[src/rtl/mf3_pkg.sv]
// Shared types and constants for the 3x3 RGB median filter.
// No dependencies; every other file in rtl/ imports this package.
package mf3_pkg;

	// One color component.
	typedef logic [7:0] chan_t;

	// Input item: one RGB pixel.
	typedef struct packed {
		chan_t blue;
		chan_t green;
		chan_t red;
	} pixel_t;

	// Output widths of the window center position.
	localparam int ROW_OUT_W = 12;
	localparam int COL_OUT_W = 11;

	// Position data that travels alongside a window through the pipeline.
	typedef struct packed {
		logic [ROW_OUT_W-1:0] center_row;
		logic [COL_OUT_W-1:0] center_col;
		logic                 frame_last;
	} meta_t;

	// Output item: three medians plus the window center position.
	typedef struct packed {
		chan_t                out_blue;
		chan_t                out_green;
		chan_t                out_red;
		logic [ROW_OUT_W-1:0] center_row;
		logic [COL_OUT_W-1:0] center_col;
		logic                 frame_last;
	} result_t;

	// 3x3 window, index = window row * 3 + window column, column 2 newest.
	localparam int WIN_SIZE = 9;
	typedef pixel_t [WIN_SIZE-1:0] win_pix_t;
	typedef chan_t  [WIN_SIZE-1:0] win_chan_t;

	// Configuration register indexes and their reset values.
	localparam int CFG_DATA_W = 13;
	typedef enum logic {
		REG_IMAGE_WIDTH  = 1'b0,
		REG_IMAGE_HEIGHT = 1'b1
	} cfg_reg_t;
	localparam int WIDTH_RST  = 640;
	localparam int HEIGHT_RST = 480;
	localparam int DIM_MIN    = 3;

	// Line buffer controls: an item is accepted, an item leaves stage 1.
	typedef struct packed {
		logic acc;
		logic shift;
	} lb_ctl_t;

	// Median lane stage load enables.
	typedef struct packed {
		logic ld_s3;
		logic ld_s4;
	} lane_ctl_t;

endpackage

[src/rtl/mf3_lane.sv]
// One color lane of the median filter: median of nine 8-bit values.
// Two register stages; depends on mf3_pkg for the channel and window types.
module mf3_lane (
	input  logic                clk,
	input  mf3_pkg::lane_ctl_t  ctl,
	input  mf3_pkg::win_chan_t  win,
	output mf3_pkg::chan_t      med
);
	import mf3_pkg::*;

	// Three values, index 0 smallest.
	typedef chan_t [2:0] trio_t;

	function automatic trio_t sort3(input chan_t a, input chan_t b, input chan_t c);
		chan_t lo1;
		chan_t hi1;
		chan_t t;
		trio_t r;
		lo1  = (a < b) ? a : b;
		hi1  = (a < b) ? b : a;
		r[0] = (lo1 < c) ? lo1 : c;
		t    = (lo1 < c) ? c : lo1;
		r[1] = (hi1 < t) ? hi1 : t;
		r[2] = (hi1 < t) ? t : hi1;
		return r;
	endfunction

	trio_t [2:0] row_s3;
	trio_t       min_srt;
	trio_t       mid_srt;
	trio_t       max_srt;
	trio_t       fin_srt;
	chan_t       lo_max_s4;
	chan_t       mid_med_s4;
	chan_t       hi_min_s4;

	// Sort each window row.
	always_ff @(posedge clk) begin
		if (ctl.ld_s3) begin
			for (int k = 0; k < 3; k++) begin
				row_s3[k] <= sort3(win[k*3], win[k*3+1], win[k*3+2]);
			end
		end
	end

	// Sort the row minimums, the row medians, the row maximums, and the final three.
	always_comb begin
		min_srt = sort3(row_s3[0][0], row_s3[1][0], row_s3[2][0]);
		mid_srt = sort3(row_s3[0][1], row_s3[1][1], row_s3[2][1]);
		max_srt = sort3(row_s3[0][2], row_s3[1][2], row_s3[2][2]);
		fin_srt = sort3(lo_max_s4, mid_med_s4, hi_min_s4);
	end

	// Largest of the row minimums, median of the row medians, smallest of the maximums.
	always_ff @(posedge clk) begin
		if (ctl.ld_s4) begin
			lo_max_s4  <= min_srt[2];
			mid_med_s4 <= mid_srt[1];
			hi_min_s4  <= max_srt[0];
		end
	end

	// The median of those three is the median of all nine.
	assign med = fin_srt[1];

endmodule

[config.mk]
export PLATFORM = sky130hd
export DESIGN_NAME = mf3_lane
export DESIGN_NICKNAME = d
export VERILOG_FILES = /design/src/rtl/mf3_pkg.sv /design/src/rtl/mf3_lane.sv
export SDC_FILE = /design/constraint.sdc
export NUM_CORES = 1
export LEC_CHECK = 0
export BUFFER_PORTS_ARGS = -buffer_cell sky130_fd_sc_hd__buf_4
export CAP_MARGIN = 20
export CORE_ASPECT_RATIO = 1.2
export CORE_MARGIN = 1
export CORE_UTILIZATION = 55
export DETAILED_ROUTE_END_ITERATION = 10
export GPL_ROUTABILITY_DRIVEN = 0
export GPL_TIMING_DRIVEN = 0
export PLACE_DENSITY_LB_ADDON = 0.12
export SLEW_MARGIN = 20
export SYNTH_ARGS = -nofsm -noshare
export SYNTH_HDL_FRONTEND = slang
export SYNTH_SLANG_ARGS = --single-unit
[constraint.sdc]
create_clock -name clk -period 8.3 [get_ports clk]
set_input_delay 0.415 -clock clk [delete_from_list [all_inputs] [get_ports clk]]
set_output_delay 0.415 -clock clk [all_outputs]
set_load 0.01 [all_outputs]
==> results.md, run 1 <==
- The final layout contains routed wiring with a total length of about 23 mm.
- Averaged over all synthesized cells, the footprint is 9.20 µm².
- The critical path arrival is between 5000 and 6000 ps.
- In this run, synthesis produced a sequential element count of 96.
- The number of warning messages in the yosys log is 0.
- The final layout contains 1374 nets.
- The diode insertion count for antenna repair is 0.
- Setup repair after global routing left no endpoint under its margin.
- The overall die area is around 0.018 mm².
- In this run, distinct cell masters in the synthesized netlist total 56.
- The boundary pin count is 83.
- In this run the tool buffered the top-level ports with 78 buffer cells.
- After filler insertion, the fill cell instance count of the layout stands at about 1600.
- Setup violations remaining at the end of the flow were counted as 0.
- The core area is 0.0175 mm².
- The number of gates resized after CTS was 0.
- The final count of hold timing violations is 0.
- The via-per-instance ratio is 5.72.
- The max capacitance violation total is 0.
- The overall global routing resource usage is between 20 and 30%.
- The die is 149 µm tall.
- Counting every net in the synthesized netlist gives 1285.
- The analysis attributes to cell leakage a power of 5.19 nW.
- The run finished with clean final reports.
- The cell count after synthesis came out at 1070.
- The clock edge transition at the registers on the reported setup and hold paths is 70 ps.
- The total setup buffers inserted after CTS is 0.
- For this run, the top clock speed supported by timing is 158 MHz.
- In this run the tightest slew margin relative to its limit is 42.1%.
- In the routed design, unresolved DRC markers number 0.
- In this run the power density over the cells is 409 mW/mm².
- The initial antenna violation count is 0.
- After layout, the worst path uses 76.2% of the clock period.
- The worst setup path is captured at a primary output.
- VDD sags by at most 0.395 mV.
- At the pin with the least slew margin, the transition time is slightly below 900 ps.
- The width of the die is 124 µm.
- The initialized floorplan defines 53 standard-cell rows.
- No sink is reached through more buffers than the 2 on the longest clock path.
- Data on the critical path is required at its endpoint by 7890 ps.
- TritonCTS built the clock tree.
- The final-report max-slew violation count came to 0.
- The hold buffer count at CTS is 0.
- The first TritonRoute pass finished after 5 iterations.
- Summing over every cut layer, the via total after detailed routing is 7922.
- The fraction of the yosys area taken by sequential cells is 29.3%.
- The final routed wire length divided by cell count is 16.8 µm.
- On the final layout, the worst clock skew is 9.71 ps.
- The tree is rooted in a clkbuf_16.
- The initial cell density of the core is 56.2%.
- In this run the number of H-tree levels came out at 3.
- The critical-path maximum fanout is 10.
- After global routing the overflow that remains totals 0.
- The setup path with the least slack is of type flip-flop to primary output.
- The synthesized area is 0.00985 mm².
- The clock insertion delay at the later pin of the skew report is 350 ps.
- Setup total negative slack on the finished layout was measured at 0 ps.
- The share of final-layout standard cells stronger than drive strength 1 is between 15 and 20%.
- The antenna violation net count after detailed routing is 0.
- The most instantiated flip-flop cell in the synthesis netlist is edfxtp_1.
- Measured on the finished design, the core utilization comes to 63.0%.
- Relative to the synthesized area, the layout overhead comes to 12.1%.
- Entering global routing, the biggest net connects 73 pins.
- The number of enable-type register cells in the synthesized netlist is 96.
- The path class of the tightest hold or removal check is input pin to flip-flop.
- The async set-reset flop share out of synthesis is 0%.
- STA classifies the critical path startpoint as a flip-flop.
- In this run, CTS created clock tree buffers numbering 9.
- For this design, the sink count on the clock tree is 96.
- For this block, the initial DRC count from the detailed router was 394.
- The placed wire-length estimate is 19.5 mm.
- The first global-routing pass estimated 36.5 mm of wire.
- The routed design could run at a clock period as short as 6330 ps.
- The number of global-route vias before repair was approximately 7400.
==> Yosys cell counts, types with 3 or more instances <==
cell type    n  area, µm²
nand3_1     17       85.1
and2_1       3       18.8
nand4_1     10       62.6
nand2_1     82        308
a31oi_1      4       25.0
nor3_1      10       50.1
a211oi_1    15        113
o2111ai_1    3       26.3
clkbuf_1    12       45.0
edfxtp_1    96       2880
nor3b_1      4       30.0
o21ai_0     78        390
o21ai_1      8       40.0
buf_4        8       60.1
mux2i_1    107       1070
a211o_1      7       61.3
and3_1      11       68.8
or2_2        4       25.0
o211ai_1    12       90.1
ha_1       140       1750
o21a_1      15        113
a21oi_2      4       35.0
a21oi_1     59        295
nand2b_1    10       62.6
o21bai_1     4       30.0
inv_1      137        514
buf_2       14       70.1
mux2_2      54        608
nor2b_1     17        106
nor2_1      66        248
o31a_1       3       26.3
a21o_1      21        158
==> metrics by stage <==
stage                     total power, mW  hold slack [ps]  cells  cell area, µm²  setup slack [ps]
final                                4.51              390   1384           11000              1970
after global routing                 4.95              388   1384           11000              1570
after CTS                            4.51              377   1384           11000              2000
after detailed placement             4.05              598   1368           10700              1910
after global placement               3.98              593   1368           10700              1920
after floorplan                      3.18              526   1070            9850              2860
==> where the power goes <==
part	internal, mW	switching, mW	total [mW]
Clock	0.268	0.183	0.451
Sequential	0.776	0.133	0.909
Combinational	1.43	1.73	3.15
==> placed cells by master, fill, tap and decap left out, types with 21 or more instances in the layout <==
cell	netlist	final
mux2i_1	107	107
o21ai_0	78	78
edfxtp_1	96	96
ha_1	140	140
inv_1	137	137
a21oi_1	59	59
nor2_1	66	66
buf_4	8	86
a21o_1	21	21
mux2_2	54	54
nand2_1	82	82
==> cell families (layout without fill, tap and decap cells) <==
logic type	after synthesis	count (layout)	synth area share, %
flops	96	96	29.3
fa+ha+maj	140	140	17.8
simple gates	244	244	11.6
buf+inv	171	265	7.00
compound gates	258	258	17.3
mux	161	161	17.1
==> state kept, by name (all words and copies together) (netlist names) <==
| name | flops |
|---|---|
| row_s3 | 72 |
| hi_min_s4 | 8 |
| lo_max_s4 | 8 |
| mid_med_s4 | 8 |
==> cell type report <==
cell class / count / area (µm²) / area share, %
repair buffers: 78 / 586 / 5.31
plain buffers: 34 / 175 / 1.59
inverters: 137 / 514 / 4.66
multi-input cells: 803 / 6270 / 56.9
flip-flops and latches: 96 / 2880 / 26.1
clock inverters: 7 / 103 / 0.930
well taps: 220 / 275 / 2.49
clock buffers: 9 / 225 / 2.04
==> final timing paths <==
kind | from | endpoint | slack, ps | cells past startpoint
max | lo_max_s4[2] | med[4] | 1970 | 24
min | win[66] | row_s3[50] | 390 | 3
max reg2reg | row_s3[13] | mid_med_s4[4] | 2270 | 23
min reg2reg | row_s3[64] | hi_min_s4[0] | 630 | 1
==> critical path: stages (launching register included) <==
cell and delay [ps]:
edfxtp_1 460, ha_1 340, nand2_1 50, o21ai_1 230, a41oi_1 210, a21oi_4 370
clkbuf_1 380, mux2_2 400, ha_1 180, a211oi_1 240, a221oi_1 150, a2111oi_2 490
a21oi_4 140, mux2i_1 260, ha_1 300, a21oi_1 160, nor2b_1 60, o21ai_0 150
o211ai_1 140, nor2_1 210, a31oi_4 150, buf_4 200, nor2_1 90, a21oi_1 50
buf_4 150
==> routing by layer <==
layer	track usage, %	share of wire [%]	vias up
met2	44.9	49	135
met3	2.57	2.4	27
met4	10.1	3.5	0
li1	-	-	4069
met1	32.6	45	3691
met5	0	0	-
(Power assumes the default switching activity.)
==> inputs of run 2 (changes only) <==
==> constraint.sdc (replaced) <==
create_clock -name clk -period 5.9 [get_ports clk]
set_input_delay 0.295 -clock clk [delete_from_list [all_inputs] [get_ports clk]]
set_output_delay 0.295 -clock clk [all_outputs]
set_load 0.01 [all_outputs]
==> results.md, run 2 (same netlist as run 1, synthesis figures left out) <==
- The number of levels in the clock H-tree is 3 (unchanged).
- The initial antenna violation count was 0 (unchanged).
- The worst setup skew after layout is 9.09 ps (-0.621 ps).
- The clock insertion delay at the later pin of the skew report is 350 ps (about the same).
- The worst endpoint required time was 5610 ps (-2280 ps).
- TritonCTS built the clock tree.
- The hold buffer count at CTS is 0 (unchanged).
- The worst-margin pin slew is 862 ps (-6.61 ps).
- The largest vdd supply drop came to 0.571 mV (+44%).
- The minimum setup slack after placement is -370 ps (-2280 ps).
- The internal power of the cells came to 3.79 mW (+54%).
- The count of TritonRoute iterations in the first routing pass is 5 (unchanged).
- The top cell types in the final layout, fill and taps aside, are ha_1, inv_1, mux2i_1.
- The total negative slack came to 0 ps (unchanged).
- The boundary pin count is 83 (unchanged).
- The aggregate routed wire length is 23.6 mm (+1.7%).
- The final-report max-slew violation count is 0 (unchanged).
- The first-pass GRT wire length is 36.5 mm (about the same).
- The cell area power density is 601 mW/mm² (+47%).
- The number of buffers on the longest clock path is 2 (unchanged).
- The total CTS buffers is 9 (unchanged).
- The aggregate global routing overflow came to 0 (unchanged).
- The net switching component of the power is 3.02 mW (+48%).
- The met3 track demand over resource in global routing is 2.57% (unchanged).
- The met2 layer usage reported by global route is 44.9% (about the same).
- The maximum number of pins on one net before global-route repair was 73 (unchanged).
- Leaving out fill and tap cells, the most frequent cell in the layout is ha_1.
- The via-per-instance ratio was 5.70 (-0.40%).
- The routing layer with the top usage in global route is met2.
- The number of clock sinks was 96 (unchanged).
- The die height was 149 µm (unchanged).
- The fraction of power spent switching nets was 44.4% (-0.90 points).
- The relative contribution of combinational cells to total power is 71.9% (+2.0 points).
- The diode insertion count for antenna repair is 0 (unchanged).
- The post-route worst hold slack is 272 ps (-117 ps).
- The core occupancy in the finished layout came to 64.8% (+1.7 points).
- The nature of the critical path endpoint is a primary output.
- The placed wire-length estimate is 19.5 mm (unchanged).
- The total of buffers placed on input and output ports is 78 (unchanged).
- The tightest slew margin relative to the limit is 42.5% (+0.44 points).
- The clock edge transition at the registers on the reported setup and hold paths is 70 ps (about the same).
- The number of nets in the layout is 1389 (+1.1%).
- The cell row count is 53 (unchanged).
- The achievable clock frequency is 178 MHz.
- The overall global routing resource usage is 25.9% (about the same).
- The sequential share of power is 18.8% (-1.3 points).
- The width of the die was 124 µm (unchanged).
- The core area is 0.0175 mm² (unchanged).
- The final worst-path setup slack is 267 ps (-1710 ps).
- The number of DRC markers in iteration 0 is 382 (-3.0%).
- The critical path arrival is 5340 ps (-570 ps).
- The flip-flop count of the largest register after layout came to 72 (unchanged).
- The clock network fraction of design power is 9.3% (-0.7 points).
- The static leakage is 5.31 nW (+2.3%).
- From synthesis to final layout, the design area changed by 15.2%.
- The final period utilization is 95.5%.
- In this run the clock root is driven by a clkbuf_16.
- The type of the most critical hold path is input pin to flip-flop.
- The register name with the most flops is row_s3.
- The final routed wire length divided by cell count is 16.9 µm (+0.65%).
- The final-layout fill cell count was 1519 (-3.0%).
- The number of global-route vias before repair came to 7417 (+0.067%).
- The number of setup violations in the final report is 0 (unchanged).
- The overall die area is 0.0184 mm² (unchanged).
- The cell total after placement is 1368 (unchanged).
- The final period demand of the worst path is 5630 ps.
- The met1 track utilization from global routing is 32.6% (unchanged).
- The initial cell density of the core was 56.2% (unchanged).
- The max capacitance violation total came to 0 (unchanged).
- The worst setup path is launched from a flip-flop.
- The DRC violation count after routing is 0 (unchanged).
- The final cell count without fillers is 1399 (+1.1%).
- The share of final-layout standard cells stronger than drive strength 1 was 19.6% (+3.4 points).
- The antenna violation net count after detailed routing was 0 (unchanged).
- The final count of hold timing violations is 0 (unchanged).
- The critical path in this run is classified as flip-flop to primary output.
- The number of vias in the routed layout is 7976 (+0.68%).
- The critical-path maximum fanout is 8 (-2).
- The run finished with clean final reports.
-- run 2: changes by cell type in the layout (fill, tap and decap cells not counted), moves of 4 or more --
cell,before,now
o21ai_0,78,73
a21oi_1,59,54
buf_4,86,97
mux2i_2,0,4
mux2i_1,107,103
a21oi_2,4,8
clkbuf_1,12,6
-- run 2: cell type report --
type	count	area, µm²	area share (%)
multi-input cells	804	6410	56.6
flip-flops and latches	96	2880	25.4
repair buffers	93	736	6.49
inverters	137	514	4.53
well taps	220	275	2.43
clock buffers	9	225	1.99
plain buffers	33	189	1.67
clock inverters	7	103	0.905
-- run 2: power by group through the flow --
stage	Sequential (mW)	Clock, mW	Combinational (mW)
6_report	1.28	0.631	4.90
3_5_place_dp	1.29	0	4.40
5_1_grt	1.30	0.660	5.48
4_1_cts	1.28	0.639	4.49
3_3_place_gp	1.29	0	4.32
2_1_floorplan	1.19	0	3.28
-- run 2: what timing repair did --
action | CTS | global route
gates cloned | 0 | 1
endpoints found under the setup margin | 22 | 63
pin swaps | 2 | 13
buffers inserted | 2 | 13
resized for setup | 5 | 37
-- run 2: through the flow --
stage / instance area, µm² / total power, mW
after global routing: 11300 / 7.44
after floorplan: 9850 / 4.47
after global placement: 10700 / 5.61
after detailed placement: 10700 / 5.70
final: 11300 / 6.82
after CTS: 11100 / 6.41
-- run 2: path summary, 6_finish.rpt --
path                startpoint      endpoint  slack (ps)  cells after the start
setup / recovery  lo_max_s4[2]        med[0]         270                     24
hold / removal         win[66]    row_s3[50]         270                      3
setup reg to reg    row_s3[26]  lo_max_s4[1]         350                     22
hold reg to reg     row_s3[64]  hi_min_s4[0]         640                      1
-- run 2: routing by layer --
layer / part of all wire [%] / up-vias
met1: 45 / 3711
met3: 2.9 / 23
li1: - / 4099
met4: 3.1 / 0
met5: 0 / -
met2: 49 / 143
-- run 2: critical path: stages (launching register included) --
cell	delay [ps]
edfxtp_1	490
ha_4	310
nand2_1	50
o21ai_2	210
a41oi_2	160
a21oi_4	210
buf_12	140
mux2_2	340
ha_1	300
a211oi_2	250
a221oi_2	110
a2111oi_4	380
a21oi_4	60
buf_12	150
mux2i_2	200
ha_1	280
a21oi_1	160
nor2b_1	70
o21ai_1	120
o211ai_1	140
nor2_1	190
a31oi_4	160
o21bai_1	190
and3_1	170
buf_4	140
==> inputs of run 3 (changes only) <==
==> constraint.sdc (replaced) <==
create_clock -name clk -period 4.5 [get_ports clk]
set_input_delay 0.225 -clock clk [delete_from_list [all_inputs] [get_ports clk]]
set_output_delay 0.225 -clock clk [all_outputs]
set_load 0.01 [all_outputs]
==> results.md, run 3 (same netlist as run 1, synthesis figures left out) <==
- The routed design could run at a clock period as short as 5660 ps.
- The worst setup path is captured at a primary output.
- The critical path arrival is 5430 ps (+90 ps).
- The number of vias in the routed layout is 9624 (+21%).
- The final worst-path setup slack is -1160 ps (-1420 ps).
- The antenna violation net count after detailed routing is 0 (unchanged).
- The initial antenna violation count is 1 (+1).
- The final count of hold timing violations is 0 (unchanged).
- The via-per-instance ratio was 6.25 (+9.6%).
- The critical-path maximum fanout was 8 (unchanged).
- The total CTS buffers came to 9 (unchanged).
- In this run the clock root is driven by a clkbuf_16.
- The cell area after layout came to 0.0147 mm² (+30%).
- The cell row count is 53 (unchanged).
- The final routed wire length divided by cell count is 22.0 µm (+31%).
- The initial cell density of the core is 56.2% (unchanged).
- By startpoint and endpoint, the worst setup path is classified as flip-flop to primary output.
- STA classifies the critical path startpoint as a flip-flop.
- The core occupancy in the finished layout came to 84.2% (+19 points).
- The number of DRC markers in iteration 0 is 655 (+71%).
- The width of the die is 124 µm (unchanged).
- Relative to the synthesized area, the layout overhead comes to 49.7%.
- TritonCTS built the clock tree.
- The overall global routing resource usage came to 33.2% (+7.3 points).
- The count of TritonRoute iterations in the first routing pass came to 8 (+3).
- The share of final-layout standard cells stronger than drive strength 1 is 46.9% (+27 points).
- The die height is 149 µm (unchanged).
- The final period utilization is 126%.
- The standard cell area after detailed placement is 0.0114 mm² (+6.2%).
- The start point of the critical path is lo_max_s4[2].
- The overall die area is 0.0184 mm² (unchanged).
- row_s3 holds more flip-flops than any other register.
- The number of cells on the worst reg-to-reg path is 24 (+9.1%).
- The total of buffers placed on input and output ports came to 78 (unchanged).
- The area used by sequential logic in the layout is 0.00288 mm² (unchanged).
- The number of setup violations in the final report came to 72 (+72).
- The number of global-route vias before repair came to 9138 (+23%).
- The worst register-to-register path ends at mid_med_s4[1].
- The minimum setup slack after placement was -952 ps (-582 ps).
- The final-layout fill cell count is 881 (-42%).
- In the layout the commonest cells are buf_4, inv_1, edfxtp_1.
- The clock edge transition at the registers on the reported setup and hold paths is 70 ps (about the same).
- The first-pass GRT wire length is 46.3 mm (+27%).
- The placed wire-length estimate was 20.1 mm (+3.5%).
- The tightest slew margin relative to the limit is 1.14% (-41 points).
- The boundary pin count is 83 (unchanged).
- The number of nets in the layout is 1529 (+10%).
- The clock insertion delay at the later pin of the skew report was 350 ps (about the same).
- The worst-margin pin slew is 1450 ps (+583 ps).
- The number of buffers on the longest clock path came to 2 (unchanged).
- The final reports fail on max-capacitance violations, negative setup slack.
- The number of clock sinks is 96 (unchanged).
- The tightest min-delay check is of the input pin to flip-flop type.
- The max capacitance violation total is 1 (+1).
- The core area is 0.0175 mm² (unchanged).
- Setup repair after global routing could not meet its margin everywhere.
- The final-report max-slew violation count is 0 (unchanged).
- The worst setup skew after layout is 5.32 ps (-3.77 ps).
- The flip-flop count of the largest register after layout is 72 (unchanged).
- The slack of the worst reg-to-reg path is -710 ps (-1060 ps).
- The number of levels in the clock H-tree is 3 (unchanged).
- The maximum number of pins on one net before global-route repair came to 73 (unchanged).
- The run finished, with violations left.
- The aggregate global routing overflow is 0 (unchanged).
- The total negative slack is -28290 ps (-28290 ps).
- The library cell used most frequently in the layout, excluding fill and tap cells, is buf_4.
- The footprint of the multi-input gates is 0.00841 mm² (+31%).
- The aggregate routed wire length is 33.9 mm (+44%).
- The achievable clock frequency is 177 MHz.
- The DRC violation count after routing is 0 (unchanged).
- The worst endpoint required time is 4280 ps (-1330 ps).
- In this run the critical register-to-register path is launched from row_s3[13].
- The most critical setup path has its endpoint at med[2].
==> run 3: cell types whose count changed in the layout (fill, tap and decap cells not counted), moves of 19 or more <==
cell and change:
mux2i_1 -34, nand2_1 -19, o21ai_0 -25, mux2i_4 +25
ha_1 -59, a21oi_2 +20, ha_4 +52, a21oi_4 +20
buf_6 +29, buf_4 +99, a21oi_1 -39, mux2_2 -26
mux2_4 +26
==> run 3: per-layer routing <==
layer  up-vias  part of all wire [%]  global-route usage [%]
met3       131                   5.6                    4.72
met2       457                    51                    57.3
met4         0                   6.4                    19.6
li1       4393                     -                       -
met5         -                     0                       0
met1      4643                    37                    38.4
==> run 3: worst min path at each step <==
stage               startpoint            to  cells after the start
finish                 win[66]    row_s3[50]                      3
global route           win[65]    row_s3[49]                      3
CTS                    win[65]    row_s3[49]                      3
detailed placement     win[66]    row_s3[50]                      3
global placement       win[66]    row_s3[50]                      3
floorplan               ctl[0]  hi_min_s4[0]                      0
==> run 3: per-stage QoR <==
| step | hold WS, ps | std cells |
|---|---|---|
| after floorplan | 337 | 1070 |
| after global placement | 551 | 1368 |
| after detailed placement | 550 | 1368 |
| after CTS | 192 | 1497 |
| after global routing | 210 | 1539 |
| final | 210 | 1540 |
==> run 3: cell type report <==
| cell class | instances | area share (%) |
|---|---|---|
| sequential | 96 | 19.6 |
| clock buffer | 9 | 1.53 |
| clock inverter | 7 | 0.492 |
| inverter | 137 | 3.61 |
| antenna | 1 | 0.0170 |
| timing repair buffer | 232 | 13.4 |
| multi-input combinational | 804 | 57.0 |
| buffer | 34 | 2.46 |
| tap | 220 | 1.87 |
==> run 3: what timing repair did <==
action / CTS / global route
gates resized for setup: 199 / 152
endpoints found under the setup margin: 72 / 72
pin swaps: 92 / 77
hold buffers: 0 / 0
setup buffers: 104 / 42
cloned: 9 / 1
==> run 3: worst max-delay path: stages, from the launching register on <==
cell       delay, ps
edfxtp_1         510
ha_4             350
nand2_4           50
o21ai_4          210
a41oi_2          160
a21oi_4          200
buf_12           160
mux2_4           340
ha_4             290
nand4_1          150
a221oi_4         260
a2111oi_4         80
a21oi_4          170
buf_6            180
mux2i_4          290
ha_1             200
a21o_1           250
a21oi_2           80
o211ai_1         240
nor2_1           110
a31oi_4          310
buf_6            190
nor2_4            50
a21oi_4          140
buf_6            110
Power of run 3 is left out: the tool's default activity adds up to more than one toggle a clock period on the data nets, which glitch-free logic cannot reach.
